==> src/fsp_pkg.sv <==
package fsp_pkg;

    // Character codes recognized inside a conversion specifier
    localparam logic [7:0] CH_HASH  = 8'h23;
    localparam logic [7:0] CH_ZERO  = 8'h30;
    localparam logic [7:0] CH_NINE  = 8'h39;
    localparam logic [7:0] CH_DASH  = 8'h2D;
    localparam logic [7:0] CH_SPACE = 8'h20;
    localparam logic [7:0] CH_PLUS  = 8'h2B;
    localparam logic [7:0] CH_DOT   = 8'h2E;
    localparam logic [7:0] CH_STAR  = 8'h2A;
    localparam logic [7:0] CH_L     = 8'h6C;
    localparam logic [7:0] CH_H     = 8'h68;

    // Bit positions in the flag mask
    localparam int FL_HASH  = 0;
    localparam int FL_ZERO  = 1;
    localparam int FL_DASH  = 2;
    localparam int FL_SPACE = 3;
    localparam int FL_PLUS  = 4;

    // Bit positions in the length mask
    localparam int LEN_L  = 0;
    localparam int LEN_LL = 1;
    localparam int LEN_H  = 2;
    localparam int LEN_HH = 3;

    // Largest value a width or precision run may reach
    localparam logic [30:0] SAT_MAX = 31'h7FFF_FFFF;

    typedef enum logic [2:0] {
        MODE_NORMAL     = 3'd0,
        MODE_WIDTH_RUN  = 3'd1,
        MODE_PREC_FIRST = 3'd2,
        MODE_PREC_RUN   = 3'd3,
        MODE_PEND_L     = 3'd4,
        MODE_PEND_H     = 3'd5
    } t_mode;

    typedef struct packed {
        logic [4:0]         flags;
        logic [30:0]        width;
        logic signed [31:0] prec;
        logic               prec_open;
        logic               prec_closed;
        logic [3:0]         len;
        t_mode              mode;
    } t_parse_state;

    typedef struct packed {
        logic [7:0]         conversion_char;
        logic [4:0]         flag_mask;
        logic [30:0]        min_width;
        logic signed [31:0] precision_amount;
        logic               precision_open;
        logic               precision_closed;
        logic [3:0]         length_mask;
    } t_result;

    localparam t_parse_state PARSE_RESET = '{
        flags:       5'd0,
        width:       31'd0,
        prec:        32'sd1,
        prec_open:   1'b0,
        prec_closed: 1'b0,
        len:         4'd0,
        mode:        MODE_NORMAL
    };

endpackage

==> src/fsp_in_if.sv <==
interface fsp_in_if;
    import fsp_pkg::*;

    logic               valid;
    logic               ready;
    logic [7:0]         spec_char;
    logic signed [31:0] star_arg;
    logic               spec_start;

    modport source (output valid, output spec_char, output star_arg, output spec_start,
                    input ready);
    modport sink   (input valid, input spec_char, input star_arg, input spec_start,
                    output ready);
endinterface

==> src/fsp_out_if.sv <==
interface fsp_out_if;
    import fsp_pkg::*;

    logic               valid;
    logic               ready;
    logic [7:0]         conversion_char;
    logic [4:0]         flag_mask;
    logic [30:0]        min_width;
    logic signed [31:0] precision_amount;
    logic               precision_open;
    logic               precision_closed;
    logic [3:0]         length_mask;

    modport source (output valid, output conversion_char, output flag_mask,
                    output min_width, output precision_amount, output precision_open,
                    output precision_closed, output length_mask, input ready);
    modport sink   (input valid, input conversion_char, input flag_mask,
                    input min_width, input precision_amount, input precision_open,
                    input precision_closed, input length_mask, output ready);
endinterface

==> src/fsp_step.sv <==
module fsp_step
    import fsp_pkg::*;
(
    input  t_parse_state       i_state,
    input  logic [7:0]         i_char,
    input  logic signed [31:0] i_arg,
    input  logic               i_start,
    output t_parse_state       o_state,
    output logic               o_emit,
    output t_result            o_result
);

    // Append one decimal digit, clamp at the largest run value
    function automatic logic [31:0] sat_append(input logic [31:0] acc, input logic [3:0] d);
        logic [35:0] sum;
        begin
            sum = ({4'd0, acc} << 3) + ({4'd0, acc} << 1) + {32'd0, d};
            if (sum > {5'd0, SAT_MAX}) begin
                sat_append = {1'b0, SAT_MAX};
            end else begin
                sat_append = sum[31:0];
            end
        end
    endfunction

    t_parse_state s;
    t_parse_state nx;
    logic         fall;
    logic         is_digit;
    logic [3:0]   digit;
    logic         neg;
    logic [31:0]  mag;
    logic [31:0]  wsum;
    logic [4:0]   fl;

    always_comb begin
        s        = i_start ? PARSE_RESET : i_state;
        nx       = s;
        fall     = 1'b0;
        o_emit   = 1'b0;
        o_result = '0;
        is_digit = (i_char inside {[CH_ZERO:CH_NINE]});
        digit    = 4'(i_char - CH_ZERO);
        neg      = i_arg[31];
        mag      = ~i_arg + 32'd1;
        wsum     = 32'd0;
        fl       = 5'd0;

        // Finish whatever the previous character left open
        case (s.mode)
            MODE_PEND_L: begin
                nx.mode = MODE_NORMAL;
                if (i_char == CH_L) begin
                    nx.len[LEN_LL] = 1'b1;
                end else begin
                    nx.len[LEN_L] = 1'b1;
                    fall = 1'b1;
                end
            end
            MODE_PEND_H: begin
                nx.mode = MODE_NORMAL;
                if (i_char == CH_H) begin
                    nx.len[LEN_HH] = 1'b1;
                end else begin
                    nx.len[LEN_H] = 1'b1;
                    fall = 1'b1;
                end
            end
            MODE_PREC_FIRST: begin
                nx.mode = MODE_NORMAL;
                if (i_char == CH_STAR) begin
                    nx.prec = i_arg;
                    if (neg) begin
                        nx.prec_open = 1'b0;
                    end else begin
                        nx.prec_closed = 1'b1;
                    end
                end else begin
                    nx.prec_closed = 1'b1;
                    if (is_digit) begin
                        nx.prec = {28'd0, digit};
                        nx.mode = MODE_PREC_RUN;
                    end else begin
                        nx.prec = 32'sd0;
                        fall = 1'b1;
                    end
                end
            end
            MODE_PREC_RUN: begin
                if (is_digit) begin
                    nx.prec = sat_append(s.prec, digit);
                end else begin
                    nx.mode = MODE_NORMAL;
                    fall = 1'b1;
                end
            end
            MODE_WIDTH_RUN: begin
                if (is_digit) begin
                    wsum = sat_append({1'b0, s.width}, digit);
                    nx.width = wsum[30:0];
                end else begin
                    nx.mode = MODE_NORMAL;
                    fall = 1'b1;
                end
            end
            default: begin
                nx.mode = MODE_NORMAL;
                fall = 1'b1;
            end
        endcase

        // Handle the character as the start of a new element
        if (fall) begin
            if (i_char == CH_HASH || i_char == CH_ZERO || i_char == CH_DASH ||
                i_char == CH_SPACE || i_char == CH_PLUS) begin
                fl = nx.flags;
                case (i_char)
                    CH_HASH:  fl[FL_HASH]  = 1'b1;
                    CH_ZERO:  fl[FL_ZERO]  = 1'b1;
                    CH_DASH:  fl[FL_DASH]  = 1'b1;
                    CH_SPACE: fl[FL_SPACE] = 1'b1;
                    default:  fl[FL_PLUS]  = 1'b1;
                endcase
                if (fl[FL_DASH] || nx.prec_open) begin
                    fl[FL_ZERO] = 1'b0;
                end
                if (fl[FL_PLUS]) begin
                    fl[FL_SPACE] = 1'b0;
                end
                nx.flags = fl;
            end else if (i_char == CH_DOT) begin
                nx.prec_open   = 1'b1;
                nx.prec_closed = 1'b0;
                nx.mode        = MODE_PREC_FIRST;
            end else if (is_digit) begin
                nx.width = {27'd0, digit};
                nx.mode  = MODE_WIDTH_RUN;
            end else if (i_char == CH_STAR) begin
                if (neg) begin
                    nx.width = mag[31] ? SAT_MAX : mag[30:0];
                    nx.flags[FL_DASH] = 1'b1;
                end else begin
                    nx.width = i_arg[30:0];
                end
            end else if (i_char == CH_L) begin
                nx.mode = MODE_PEND_L;
            end else if (i_char == CH_H) begin
                nx.mode = MODE_PEND_H;
            end else begin
                // Terminating character: report and clear
                o_emit                    = 1'b1;
                o_result.conversion_char  = i_char;
                o_result.flag_mask        = nx.flags;
                o_result.min_width        = nx.width;
                o_result.precision_amount = nx.prec;
                o_result.precision_open   = nx.prec_open;
                o_result.precision_closed = nx.prec_closed;
                o_result.length_mask      = nx.len;
                nx                        = PARSE_RESET;
            end
        end

        o_state = nx;
    end

endmodule

==> src/format_specifier_flag_parser.sv <==
// Channel  Dir  Fields                                             Handshake
// i_in     in   spec_char, star_arg, spec_start                    valid/ready
// o_out    out  conversion_char, flag_mask, min_width,             valid/ready
//               precision_amount, precision_open, precision_closed,
//               length_mask
//
// One character per cycle unless a stalled result blocks a terminating character.
// A request lands in the input register, is parsed against the registered parse state and,
// if it ends the specifier, fills the result register.
// Synchronous active-low reset clears the valid bits and the parse state.
// A stalled result holds only terminating characters; others keep flowing past it.
module format_specifier_flag_parser
    import fsp_pkg::*;
(
    input  logic      i_clk,
    input  logic      i_rst_n,
    fsp_in_if.sink    i_in,
    fsp_out_if.source o_out
);

    logic               r_in_valid;
    logic [7:0]         r_char;
    logic signed [31:0] r_arg;
    logic               r_start;
    t_parse_state       r_state;
    t_parse_state       n_state;
    logic               r_out_valid;
    t_result            r_result;
    t_result            n_result;
    logic               emit;
    logic               out_free;
    logic               consume;

    fsp_step u_step (
        .i_state  (r_state),
        .i_char   (r_char),
        .i_arg    (r_arg),
        .i_start  (r_start),
        .o_state  (n_state),
        .o_emit   (emit),
        .o_result (n_result)
    );

    // Retire the held request unless its result has nowhere to go
    assign out_free    = !r_out_valid || o_out.ready;
    assign consume     = r_in_valid && (!emit || out_free);
    assign i_in.ready  = !r_in_valid || consume;

    // Hold control state
    always_ff @(posedge i_clk) begin
        if (!i_rst_n) begin
            r_in_valid  <= 1'b0;
            r_out_valid <= 1'b0;
            r_state     <= PARSE_RESET;
        end else begin
            if (i_in.ready) begin
                r_in_valid <= i_in.valid;
            end
            if (consume) begin
                r_state <= n_state;
            end
            if (consume && emit) begin
                r_out_valid <= 1'b1;
            end else if (o_out.ready) begin
                r_out_valid <= 1'b0;
            end
        end
    end

    // Load payload registers
    always_ff @(posedge i_clk) begin
        if (i_in.ready && i_in.valid) begin
            r_char  <= i_in.spec_char;
            r_arg   <= i_in.star_arg;
            r_start <= i_in.spec_start;
        end
        if (consume && emit) begin
            r_result <= n_result;
        end
    end

    assign o_out.valid            = r_out_valid;
    assign o_out.conversion_char  = r_result.conversion_char;
    assign o_out.flag_mask        = r_result.flag_mask;
    assign o_out.min_width        = r_result.min_width;
    assign o_out.precision_amount = r_result.precision_amount;
    assign o_out.precision_open   = r_result.precision_open;
    assign o_out.precision_closed = r_result.precision_closed;
    assign o_out.length_mask      = r_result.length_mask;

endmodule

==> src/flat_wrapper.sv <==
// flat-port wrapper written by rule: the top's interface ports become plain ports
module format_specifier_flag_parser_flat import fsp_pkg::*;
  (i_clk, i_rst_n, i_in_valid, i_in_spec_char, i_in_star_arg, i_in_spec_start, i_in_ready, o_out_valid, o_out_conversion_char, o_out_flag_mask, o_out_min_width, o_out_precision_amount, o_out_precision_open, o_out_precision_closed, o_out_length_mask, o_out_ready);
  fsp_in_if i_in_i ();
  fsp_out_if o_out_i ();
  input  logic i_clk;
  input  logic i_rst_n;
  input wire logic [$bits(i_in_i.valid)-1:0] i_in_valid;
  input wire logic [$bits(i_in_i.spec_char)-1:0] i_in_spec_char;
  input wire logic [$bits(i_in_i.star_arg)-1:0] i_in_star_arg;
  input wire logic [$bits(i_in_i.spec_start)-1:0] i_in_spec_start;
  output wire logic [$bits(i_in_i.ready)-1:0] i_in_ready;
  output wire logic [$bits(o_out_i.valid)-1:0] o_out_valid;
  output wire logic [$bits(o_out_i.conversion_char)-1:0] o_out_conversion_char;
  output wire logic [$bits(o_out_i.flag_mask)-1:0] o_out_flag_mask;
  output wire logic [$bits(o_out_i.min_width)-1:0] o_out_min_width;
  output wire logic [$bits(o_out_i.precision_amount)-1:0] o_out_precision_amount;
  output wire logic [$bits(o_out_i.precision_open)-1:0] o_out_precision_open;
  output wire logic [$bits(o_out_i.precision_closed)-1:0] o_out_precision_closed;
  output wire logic [$bits(o_out_i.length_mask)-1:0] o_out_length_mask;
  input wire logic [$bits(o_out_i.ready)-1:0] o_out_ready;
  assign i_in_i.valid = i_in_valid;
  assign i_in_i.spec_char = i_in_spec_char;
  assign i_in_i.star_arg = i_in_star_arg;
  assign i_in_i.spec_start = i_in_spec_start;
  assign i_in_ready = i_in_i.ready;
  assign o_out_valid = o_out_i.valid;
  assign o_out_conversion_char = o_out_i.conversion_char;
  assign o_out_flag_mask = o_out_i.flag_mask;
  assign o_out_min_width = o_out_i.min_width;
  assign o_out_precision_amount = o_out_i.precision_amount;
  assign o_out_precision_open = o_out_i.precision_open;
  assign o_out_precision_closed = o_out_i.precision_closed;
  assign o_out_length_mask = o_out_i.length_mask;
  assign o_out_i.ready = o_out_ready;
  format_specifier_flag_parser u_core (.i_clk(i_clk), .i_rst_n(i_rst_n), .i_in(i_in_i), .o_out(o_out_i));
endmodule
==> config.mk <==
export PLATFORM = sky130hd
export DESIGN_NAME = format_specifier_flag_parser_flat
export DESIGN_NICKNAME = d
export VERILOG_FILES = /design/src/fsp_pkg.sv /design/src/fsp_in_if.sv /design/src/fsp_out_if.sv /design/src/fsp_step.sv /design/src/format_specifier_flag_parser.sv /design/src/flat_wrapper.sv
export SDC_FILE = /design/constraint.sdc
export NUM_CORES = 1
export LEC_CHECK = 0
export ABC_AREA = 0
export BUFFER_PORTS_ARGS = -buffer_cell sky130_fd_sc_hd__buf_2
export CAP_MARGIN = 15
export CORE_UTILIZATION = 50
export DETAILED_ROUTE_END_ITERATION = 6
export PLACE_DENSITY_LB_ADDON = 0.1
export SLEW_MARGIN = 20
export SYNTH_ARGS = -nofsm -noshare
export SYNTH_HDL_FRONTEND = slang
export SYNTH_SLANG_ARGS = --single-unit
==> constraint.sdc <==
create_clock -name i_clk -period 10.7 [get_ports i_clk]
set_input_delay 0.535 -clock i_clk [delete_from_list [all_inputs] [get_ports i_clk]]
set_output_delay 0.535 -clock i_clk [all_outputs]
set_load 0.05 [all_outputs]
# --- Word-level counts from Yosys, hierarchy flattened ---
# Cells that the tools add are included.
word_totals:
  ff_bits: 202
  inputBits: 45
  word_cells: 140
op_classes:
  n_addsub: 6
  order_cmp: 4
  n_eq_ne: 14
  muxes: 76
  bitwise: 2
  reduce_logical: 19
op_table:
  columns: ["op", "n"]
  rows:
  - ["two-way mux 74 bit", 7]
  - ["two-way mux 31 bit", 7]
  - ["two-way mux 77 bit", 2]
  - ["two-way mux 32 bit", 3]
  - ["> comparator 36 x 31 -> 1 bit (second input constant)", 2]
  - ["two-way mux 72 bit", 1]
  - ["two-way mux 68 bit", 1]
  - ["one-hot mux 32 bit (2 select lines)", 1]
  - ["== test 8 x 6 -> 1 bit (second input constant)", 7]
  - ["two-way mux 41 bit", 1]
  - ["two-way mux 38 bit", 1]
  - ["adder 35 x 33 -> 36 bit", 1]
  - ["adder 35 x 4 -> 36 bit", 1]
  - ["adder 36 x 4 -> 36 bit", 1]
  - ["adder 34 x 32 -> 35 bit", 1]
  - ["two-way mux 1 bit", 33]
  - ["adder 32 x 1 -> 32 bit (second input constant)", 1]
  - ["inverter 32 bit", 1]
  - ["== test 8 x 7 -> 1 bit (second input constant)", 2]
  - ["two-way mux 2 bit", 8]
  - ["two-way mux 3 bit", 5]
  - ["two-way mux 5 bit", 2]
  - [">= comparator 8 x 6 -> 1 bit (second input constant)", 1]
  - ["less-or-equal comparator 8 x 6 -> 1 bit (second input constant)", 1]
  - ["other kinds (15)", 30]

# --- Depth between registers and ports, before layout ---
# Gate-level depths: netlist of the first run.
logic_depth:
  depth_word: 19
  depth_mapped: 19

# --- Cells and area by module ---
# From an unflattened synthesis of the first run, not the netlist that was laid out.
hier_totals:
  cells_unflattened: 1836
  area_unflattened_um2: 15402.3
by_module_without_submodules:
  columns: ["mod", "instances", "cells_per_inst", "area_per_inst_um2", "seq_area_each_um2"]
  rows:
  - ["fsp_step", 1, 1368, 8558.2, 0.0]
  - ["format_specifier_flag_parser", 1, 468, 6844.1, 5275.1]

# --- Worst setup path after synthesis of the first run ---
# OpenSTA, ideal clock, no wires.
synth_path:
  kind: "register to register"
  from: "reg u_core.r_char[2]"
  to: "reg u_core.r_result, in the netlist u_core.o_out.conversion_char[0] (enable)"
  arrival_time_ps: 5486
  t_required_ps: 10177
  path_slack_ps: 4691
  stages_incl_launch_ff: 11
  n_path_buf: 5
  synth_period_minus_slack_ps: 6009
  path_cell_list: "edfxtp_1 -> clkbuf_1 -> o21ai_0 -> and3_1 -> buf_2 -> nor4_4 -> nand2_1 -> buf_2 -> buf_1 -> buf_1 -> nor2_1"
synth_via:
  elab_chain_len: 12
synth_lines:
  columns: ["element", "line_no", "source"]
  rows:
  - ["start, declared", "format_specifier_flag_parser.sv:22", "logic [7:0] r_char;"]
  - ["start signal, assigned", "format_specifier_flag_parser.sv:73", "r_char <= i_in.spec_char;"]
  - ["parallel branches: the longest is 7 deep, another holds >= comparator 8 x 6 -> 1 bit", null, null]
  - ["two-way mux 1 bit *", "fsp_step.sv:113", "if (fall) begin"]
  - ["logical NOT 1 bit", "format_specifier_flag_parser.sv:46", "assign consume = r_in_valid && (!emit || out_free);"]
  - ["logical OR 1 bit", "format_specifier_flag_parser.sv:46", null]
  - ["logical AND 1 bit", "format_specifier_flag_parser.sv:46", null]
  - ["logical AND 1 bit *", "format_specifier_flag_parser.sv:77", "if (consume && emit) begin"]
  - ["end signal, assigned", "format_specifier_flag_parser.sv:78", "r_result <= n_result;"]
  - ["end, declared", "format_specifier_flag_parser.sv:28", "t_result r_result;"]
# Mark *: on every way between the ends.
# A chain may end at the register's enable or synchronous reset.

# --- Final worst setup path of the first run ---
layout_path:
  from: "reg u_core.r_start"
  to: "reg u_core.r_state[54] in the netlist's numbering"
layout_via:
  elab_chain_len: 19
layout_lines:
  columns: ["element", "line_no", "source"]
  rows:
  - ["start, declared", "format_specifier_flag_parser.sv:24", "logic r_start;"]
  - ["start signal, assigned", "format_specifier_flag_parser.sv:75", "r_start <= i_in.spec_start;"]
  - ["two-way mux 77 bit *", "fsp_step.sv:37", "s = i_start ? PARSE_RESET : i_state;"]
  - ["adder 34 x 32 -> 35 bit", "fsp_step.sv:17", "sum = ({4'd0, acc} << 3) + ({4'd0, acc} << 1) + {32'd0, d};"]
  - ["adder 35 x 4 -> 36 bit", "fsp_step.sv:17", null]
  - ["> comparator 36 x 31 -> 1 bit", "fsp_step.sv:18", "if (sum > {5'd0, SAT_MAX}) begin"]
  - ["two-way mux 31 bit", "fsp_step.sv:18", null]
  - ["two-way mux 31 bit", "fsp_step.sv:98", "if (is_digit) begin"]
  - ["two-way mux 31 bit", "fsp_step.sv:50", "case (s.mode)"]
  - ["two-way mux 74 bit", "fsp_step.sv:147", "end else if (i_char == CH_H) begin"]
  - ["[3 not listed]", null, null]
  - ["two-way mux 74 bit", "fsp_step.sv:131", "end else if (i_char == CH_DOT) begin"]
  - ["two-way mux 74 bit", "fsp_step.sv:114", "if (i_char == CH_HASH || i_char == CH_ZERO || i_char == CH_DASH ||"]
  - ["two-way mux 74 bit", "fsp_step.sv:113", null]
  - ["two-way mux 31 bit", "fsp_step.sv:138", "end else if (i_char == CH_STAR) begin"]
  - ["two-way mux 31 bit", "fsp_step.sv:135", "end else if (is_digit) begin"]
  - ["two-way mux 68 bit", "fsp_step.sv:131", null]
  - ["two-way mux 72 bit", "fsp_step.sv:114", null]
  - ["two-way mux 77 bit", "fsp_step.sv:113", null]
  - ["end signal, assigned", "format_specifier_flag_parser.sv:60", "r_state <= n_state;"]
  - ["end, declared", "format_specifier_flag_parser.sv:25", "t_parse_state r_state;"]
# Every way passes the cells marked *; elsewhere a longest branch is shown, timed or not. The select of a mux whose other input is x is not followed.

==> results of run 1 <==
-- how the worst min path moves through the flow --
| stage | startpoint | cells past startpoint | to |
|---|---|---|---|
| after floorplan | u_core.r_state[28] | 2 | u_core.r_state[28] |
| after global placement | u_core.r_state[28] | 2 | u_core.r_state[28] |
| after detailed placement | u_core.r_state[28] | 2 | u_core.r_state[28] |
| after CTS | i_in_star_arg[21] | 1 | u_core.r_arg[21] |
| after global routing | i_in_star_arg[31] | 1 | u_core.r_arg[31] |
| final | i_in_spec_char[2] | 1 | u_core.r_char[2] |
-- flip-flops by register name, summed over array words and instances (netlist names), 4 cells and up --
signal	flops
u_core.o_out.conversion_char	8
u_core.o_out.min_width	31
u_core.o_out.length_mask	4
u_core.r_arg	32
u_core.o_out.precision_amount	32
u_core.r_state	77
u_core.r_char	8
u_core.o_out.flag_mask	5
-- per-stage QoR --
stage	util (%)	worst slack (ps)	cell area [µm²]	hold slack [ps]	std cells
final	57.2	5330	16600	176	2218
after global routing	57.2	4940	16600	165	2218
after CTS	57.2	5390	16600	159	2218
after detailed placement	54.5	5430	15800	425	2174
after global placement	54.5	5580	15800	416	2174
after floorplan	-	4690	15000	408	1746
-- cells in the mapped netlist (all sizes together) (11+ instances only) --
cell and count:
a2111oi 13, a211oi 17, a21boi 13, a21o 40, a21oi 195, a31oi 17
and2 13, and3 13, buf 33, clkbuf 75, dfxtp 79, edfxtp 123
ha 125, inv 54, nand2 160, nand2b 58, nand3 40, nand4 15
nor2 131, nor2b 52, nor3 44, nor3b 12, o211ai 28, o21a 18
o21ai 142, o31ai 21, or2 11, or3 12, xnor2 33, xor2 23
-- worst max-delay path: cells and delay by family (launching register included) --
kind                     cells  cell delay (ps)
AO/OA/AOI/OAI                7             2250
adder cells (fa/ha/maj)      2              680
buffers and inverters        3             1060
flip-flops                   1              330
AND/OR/NAND/NOR              3              880
-- cell families (layout without fill, tap and decap cells) --
family	Yosys count	after routing
AOI/OAI and AO/OA	601	601
DFF	202	202
xor gates and xnor gates	56	56
muxes	4	4
and+or+nand+nor	592	592
buffers and inverters	163	251
adders and majority gates	128	128
-- final cells by class --
class,count,area (µm²)
tap,384,480
clock inverter,15,105
fill,2714,12500
clock buffer,29,683
timing repair buffer,152,821
sequential,202,5280
inverter,55,206
multi-input combinational,1381,9060
-- routing by layer --
layer / track usage (%) / routed length [µm] / part of all wire (%) / up-vias
li1: - / - / - / 6642
met1: 41.8 / 20500 / 45 / 6494
met2: 46.7 / 20500 / 45 / 543
met3: 3.35 / 3140 / 6.9 / 91
met4: 9.75 / 1530 / 3.4 / 0
met5: 0 / 0 / 0 / -
-- power breakdown --
group / total (µW) / switching (µW) / internal, µW
logic: 223 / 159 / 64.1
registers: 890 / 31.3 / 858
clock network: 811 / 351 / 460
==> metrics.txt, run 1 <==
Port Buffers=128; Synth Area in Adders=10.9%; IO Pins=129; WP data required=11100 ps; Worst R2R Setup Slack=5330 ps; crit-path cells=buf_4, buf_4, nand2b_1, inv_1, ha_1, ha_1, a211oi_1, o21ai_0, a221oi_2, nor2b_1, or4_1, a221oi_2, o2111ai_2, o21ai_0, a21oi_1; first-pass GRT wire length=72.0 mm; clock skew=17.2 ps; die area=0.0306 mm²; Worst R2R Start=u_core.r_start; H-tree levels=1; outcome=finished clean; largest net degree at the start of global routing=85; R2R Path End=u_core.r_state[54]; main combinational cell family by area after synthesis=compound AO/OA/AOI/OAI gates; ANT cells=0; Routed Antenna Nets=0; area delta synth->final=11.1%; beginning of the critical path=u_core.r_start; Die Height=175 µm; CTS resizes=0; Power Dens Cells=116 mW/mm²; Max-cap violations=0; Avg Vias per Cell=6.21; RSZ-0062 raised after global routing=no; via count=13770; crit path max fanout=59; highest clock rate=186 MHz; share of the synthesized area in the top cell type=24.7%; CP Capture Point=u_core.r_state[54]; warnings from Yosys=0; vias in the first global route=12904; final setup fails=0; total core area=0.0291 mm²; post-synthesis register bit count=202; commonest non-fill, non-tap cell in the layout=a21oi_1; grt total ovfl=0; crit path time final=5370 ps; CTS tree=built; Root Buffer Master=clkbuf_16; Synth Area in Compound Gates=26.1%; critical path class=flop to flop; DR DRC count=0; hpwl dp=33.9 mm; number of DRC markers in iteration 0=1276; most frequent cells in the layout=194 x a21oi_1, 159 x nand2_1, 140 x o21ai_0; hold_buf cts=0; Max IR drop VDD=0.000117 V; Hold Fails Final Rpt=0; routed len/inst=20.6 µm; WP data arrival=5760 ps; TNS Setup=0 ps; Main synth FF type=edfxtp_1; initial antenna violation count=0; synth unique cells=90; CTS max path bufs=3; post-synth top area cell=edfxtp_1; overall global routing resource usage=29.5%; Post-Synth XOR/XNOR Area=3.28%; share of cells above drive strength 1=12.8%; register area share after synthesis=35.2%; Avg Cell Area, Syn=8.57 µm²; slowest CP cell=o2111ai_2; Largest stage delay, worst path=600 ps; Syn Std Cell Area=0.0150 mm²; Syn Nets=1919; DRT Pass-1 Iters=6; Slew @ Worst Pin=1070 ps; Hold/Removal Path Class=primary input to flop; CTS clk-pin slew, worst paths=60 ps; Tcrit/Tclk final=50.2%; Area contributors post-synth=edfxtp_1 25%, dfxtp_1 11%, ha_1 10%; Rel. slew slack=28.4%; CP endpoint kind=flop; Post-synth ARST share=0%; Max Slew Vio Count=0; GPL Wtd Cong=0.957; Nets=1989; number of synthesized flops with an enable pin=123; fraction of synthesized area in multiplexers=0.276%; Pleak=0.00704 µW; initial core utilization=51.5%; R2R cell count=15; Worst setup SP type=flop; Row Count=62; Tot Pwr=1920 µW; Synth Instances=1746; post-CTS setup buffer count=0; die width=175 µm; CTS Sinks=202; Num CTS Buffers=24; Simple-Gate Fraction of Synth Area=19.9%; clk_lat worst skew=530 ps; Post-Route WL=45.7 mm
No activity file was read; power rests on OpenSTA's default activity.
==> run 2: changes to the inputs <==
--- a/config.mk
+++ b/config.mk
@@ -5,7 +5,7 @@
 export SDC_FILE = /design/constraint.sdc
 export NUM_CORES = 1
 export LEC_CHECK = 0
-export ABC_AREA = 0
+export ABC_AREA = 1
 export BUFFER_PORTS_ARGS = -buffer_cell sky130_fd_sc_hd__buf_2
 export CAP_MARGIN = 15
 export CORE_UTILIZATION = 50
==> constraint.sdc (replaced) <==
create_clock -name i_clk -period 5.4 [get_ports i_clk]
set_input_delay 0.27 -clock i_clk [delete_from_list [all_inputs] [get_ports i_clk]]
set_output_delay 0.27 -clock i_clk [all_outputs]
set_load 0.05 [all_outputs]
==> run 2 against run 1 <==
- global-route usage increased by 2.8 points
- critical endpoint is now u_core.o_out.min_width[24]
- largest cell class unchanged
- worst hold slack got worse by 160 ps
- largest power group unchanged
- highest routed layer unchanged
- die area grew 7.0%
- clock power grew 110%
==> metrics.txt, run 2 <==
Worst setup SP type=flop; initial core utilization=50.8% (-0.68 points); via count=16459 (+20%); crit path time final=4600 ps (-770 ps); final core utilization=57.7% (+0.56 points); Avg Vias per Cell=5.65 (-9.1%); share of the synthesized area in the top cell type=23.1% (-1.6 points); first-pass GRT wire length=84.0 mm (+17%); Slew @ Worst Pin=1190 ps (+119 ps); WP data arrival=4840 ps (-920 ps); most frequent cells in the layout=630 x nand2_1, 293 x nor2_1, 268 x inv_1; CTS resizes=0 (unchanged); Hold Path Origin=i_in_valid; grt total ovfl=0 (unchanged); final worst setup slack=801 ps (-4530 ps); total core area=0.0316 mm² (+8.5%); Fillers=3097 (+14%); Post-synth ARST share=0% (unchanged); Top reg by flops=u_core.r_state; Power Dens Cells=224 mW/mm² (+93%); crit path max fanout=50 (-15%); Num CTS Buffers=25 (+4.2%); crit-path cells=buf_4, buf_4, nor2_1, ha_1, ha_1, nand2_1, nor2_1, nand4_1, o21ai_0, nand2_1, nand3_1, nand2_1, nor2_1, buf_4, and2_1, nand2_1, nand2_1, nor2_1; final setup fails=0 (unchanged); share of cells above drive strength 1=8.95% (-3.9 points); overall global routing resource usage=32.3% (+2.8 points); DRT Pass-1 Iters=5 (-1); Worst R2R Start=u_core.r_start; Root Buffer Master=clkbuf_16; post-synth top area cell=edfxtp_1; Max Slew Vio Count=0 (unchanged); fin cells=2915 (+31%); CTS Sinks=202 (unchanged); Max IR drop VDD=0.000194 V (+66%); H-tree levels=1 (unchanged); Max-cap violations=0 (unchanged); initial antenna violation count=0 (unchanged); GPL Wtd Cong=0.960 (+0.30%); Post-Route WL=53.0 mm (+16%); synth cell count leaders=630 x nand2_1, 295 x nor2_1, 270 x inv_1; DP Cell Count=2828 (+30%); clock skew=21.6 ps (+4.36 ps); Hold/Removal Path Class=primary input to flop; DR DRC count=0 (unchanged); CP endpoint kind=flop; Largest stage delay, worst path=660 ps (+60 ps); most frequent cell after synthesis=nand2_1; met2 usage=55.3% (+8.7 points); Rel. slew slack=20.4% (-8.0 points); critical path's most frequent cell=nand2_1; number of DRC markers in iteration 0=1317 (+3.2%); RSZ-0062 raised after global routing=no; Hold WS=19.2 ps (-157 ps); CTS clk-pin slew, worst paths=60 ps (about the same); Syn Nets=2536 (+32%); critical path class=flop to flop; IO Pins=129 (unchanged); Row Count=65 (+4.8%); most used routing layer=met2; met1 usage=41.0% (-0.80 points); Tcrit/Tclk final=85.2% (+35 points); area delta synth->final=13.7%; routed len/inst=18.2 µm (-12%); Main synth FF type=edfxtp_1; die area=0.0328 mm² (+7.0%); Area contributors post-synth=edfxtp_1 23%, nand2_1 15%, dfxtp_1 9.9%; warnings from Yosys=0 (unchanged); commonest non-fill, non-tap cell in the layout=nand2_1; vias in the first global route=15743 (+22%); die width=181 µm (+3.4%); register area share after synthesis=32.9% (-2.3 points); Synth Instances=2363 (+35%); Hold Fails Final Rpt=0 (unchanged); highest clock rate=217 MHz (+17%); max FFs per register=77 (unchanged); CTS tree=built; GRT met3 Usage=3.87% (+0.52 points); slowest CP cell=o21ai_0; WP data required=5640 ps (-5460 ps); synth unique cells=46 (-49%); post-CTS setup buffer count=0 (unchanged); CP Buf/Inv Count=3 (unchanged); Top delay family on crit path=simple AND/OR/NAND/NOR gates; largest net degree at the start of global routing=82 (-3.5%); Nets=2667 (+34%); Port Buffers=128 (unchanged); Syn Std Cell Area=0.0160 mm² (+7.0%); Die Height=181 µm (+3.4%); CTS max path bufs=3 (unchanged); TNS Setup=0 ps (unchanged); Avg Cell Area, Syn=6.78 µm² (-21%); hpwl dp=39.8 mm (+18%); ANT cells=0 (unchanged); beginning of the critical path=u_core.r_start; outcome=finished clean; DP Worst Slack=887 ps (-4540 ps); post-synthesis register bit count=202 (unchanged); Pleak=0.00881 µW (+25%); Routed Antenna Nets=0 (unchanged); number of synthesized flops with an enable pin=123 (unchanged); clk_lat worst skew=540 ps (about the same)
run 2: changes by cell type in the layout (fill, tap and decap cells not counted), moves of 48 or more:
cell,delta
o21ai_0,-49
nor2_1,+164
nand2b_1,-57
nor2b_1,-52
inv_1,+214
nand2_1,+471
nand3_1,+139
nand4_1,+48
run 2: worst paths after layout:
kind / end / slack, ps / cells after the start
hold / removal: u_core.r_in_valid / 20 / 3
setup / recovery: u_core.o_out.min_width[24] / 800 / 18
hold reg to reg: u_core.r_state[26] / 460 / 2
setup reg to reg: u_core.o_out.min_width[24] / 800 / 18
run 2: final cells by class:
| class | instances | area [µm²] | area share (%) |
|---|---|---|---|
| well taps | 402 | 503 | 2.76 |
| clock buffers | 32 | 672 | 3.69 |
| multi-input cells | 1790 | 9290 | 51.0 |
| inverters | 281 | 1060 | 5.81 |
| clock inverters | 14 | 174 | 0.954 |
| repair buffers | 194 | 1250 | 6.87 |
| flip-flops and latches | 202 | 5280 | 29.0 |
run 2: cells by family after synthesis:
| logic type | after synthesis | synth area share [%] |
|---|---|---|
| AO/OA/AOI/OAI | 386 | 12.9 |
| XOR/XNOR | 53 | 2.90 |
| adder cells (fa/ha/maj) | 128 | 10.1 |
| buffers and inverters | 371 | 9.14 |
| flip-flops | 202 | 32.9 |
| AND/OR/NAND/NOR | 1223 | 32.0 |
run 2: stage by stage:
step / power (µW) / area [µm²]
floorplan: 2170 / 16000
global placement: 2330 / 17000
detailed placement: 2340 / 17000
CTS: 4090 / 18200
global route: 4210 / 18200
finish: 4070 / 18200
run 2: report_power, final:
group          total, µW  leakage [µW]  internal [µW]  switching, µW
logic                577       0.00654            163            414
clock network       1740      0.000418           1070            669
registers           1760       0.00185           1710           51.2
total               4070       0.00881           2940           1130
run 2: worst register-to-register path: stages, from the launching register on:
cell and delay (ps):
edfxtp_1 370, buf_4 240, buf_4 430, nor2_1 190, ha_1 330, ha_1 360
nand2_1 120, nor2_1 290, nand4_1 120, o21ai_0 660, nand2_1 170, nand3_1 110
nand2_1 60, nor2_1 160, buf_4 280, and2_1 210, nand2_1 90, nand2_1 60
nor2_1 40
run 2: metal layers:
metal  vias to the layer above  part of all wire (%)
li1                       8113                     -
met1                      7586                    42
met2                       627                    48
met3                       133                   6.6
met4                         0                   3.9
met5                         -                     0
run 2: what timing repair did:
| action | CTS | global route |
|---|---|---|
| hold buffers | 41 | 0 |
| hold endpoints to repair | 41 | 0 |
| endpoints found under the setup margin | 0 | 0 |
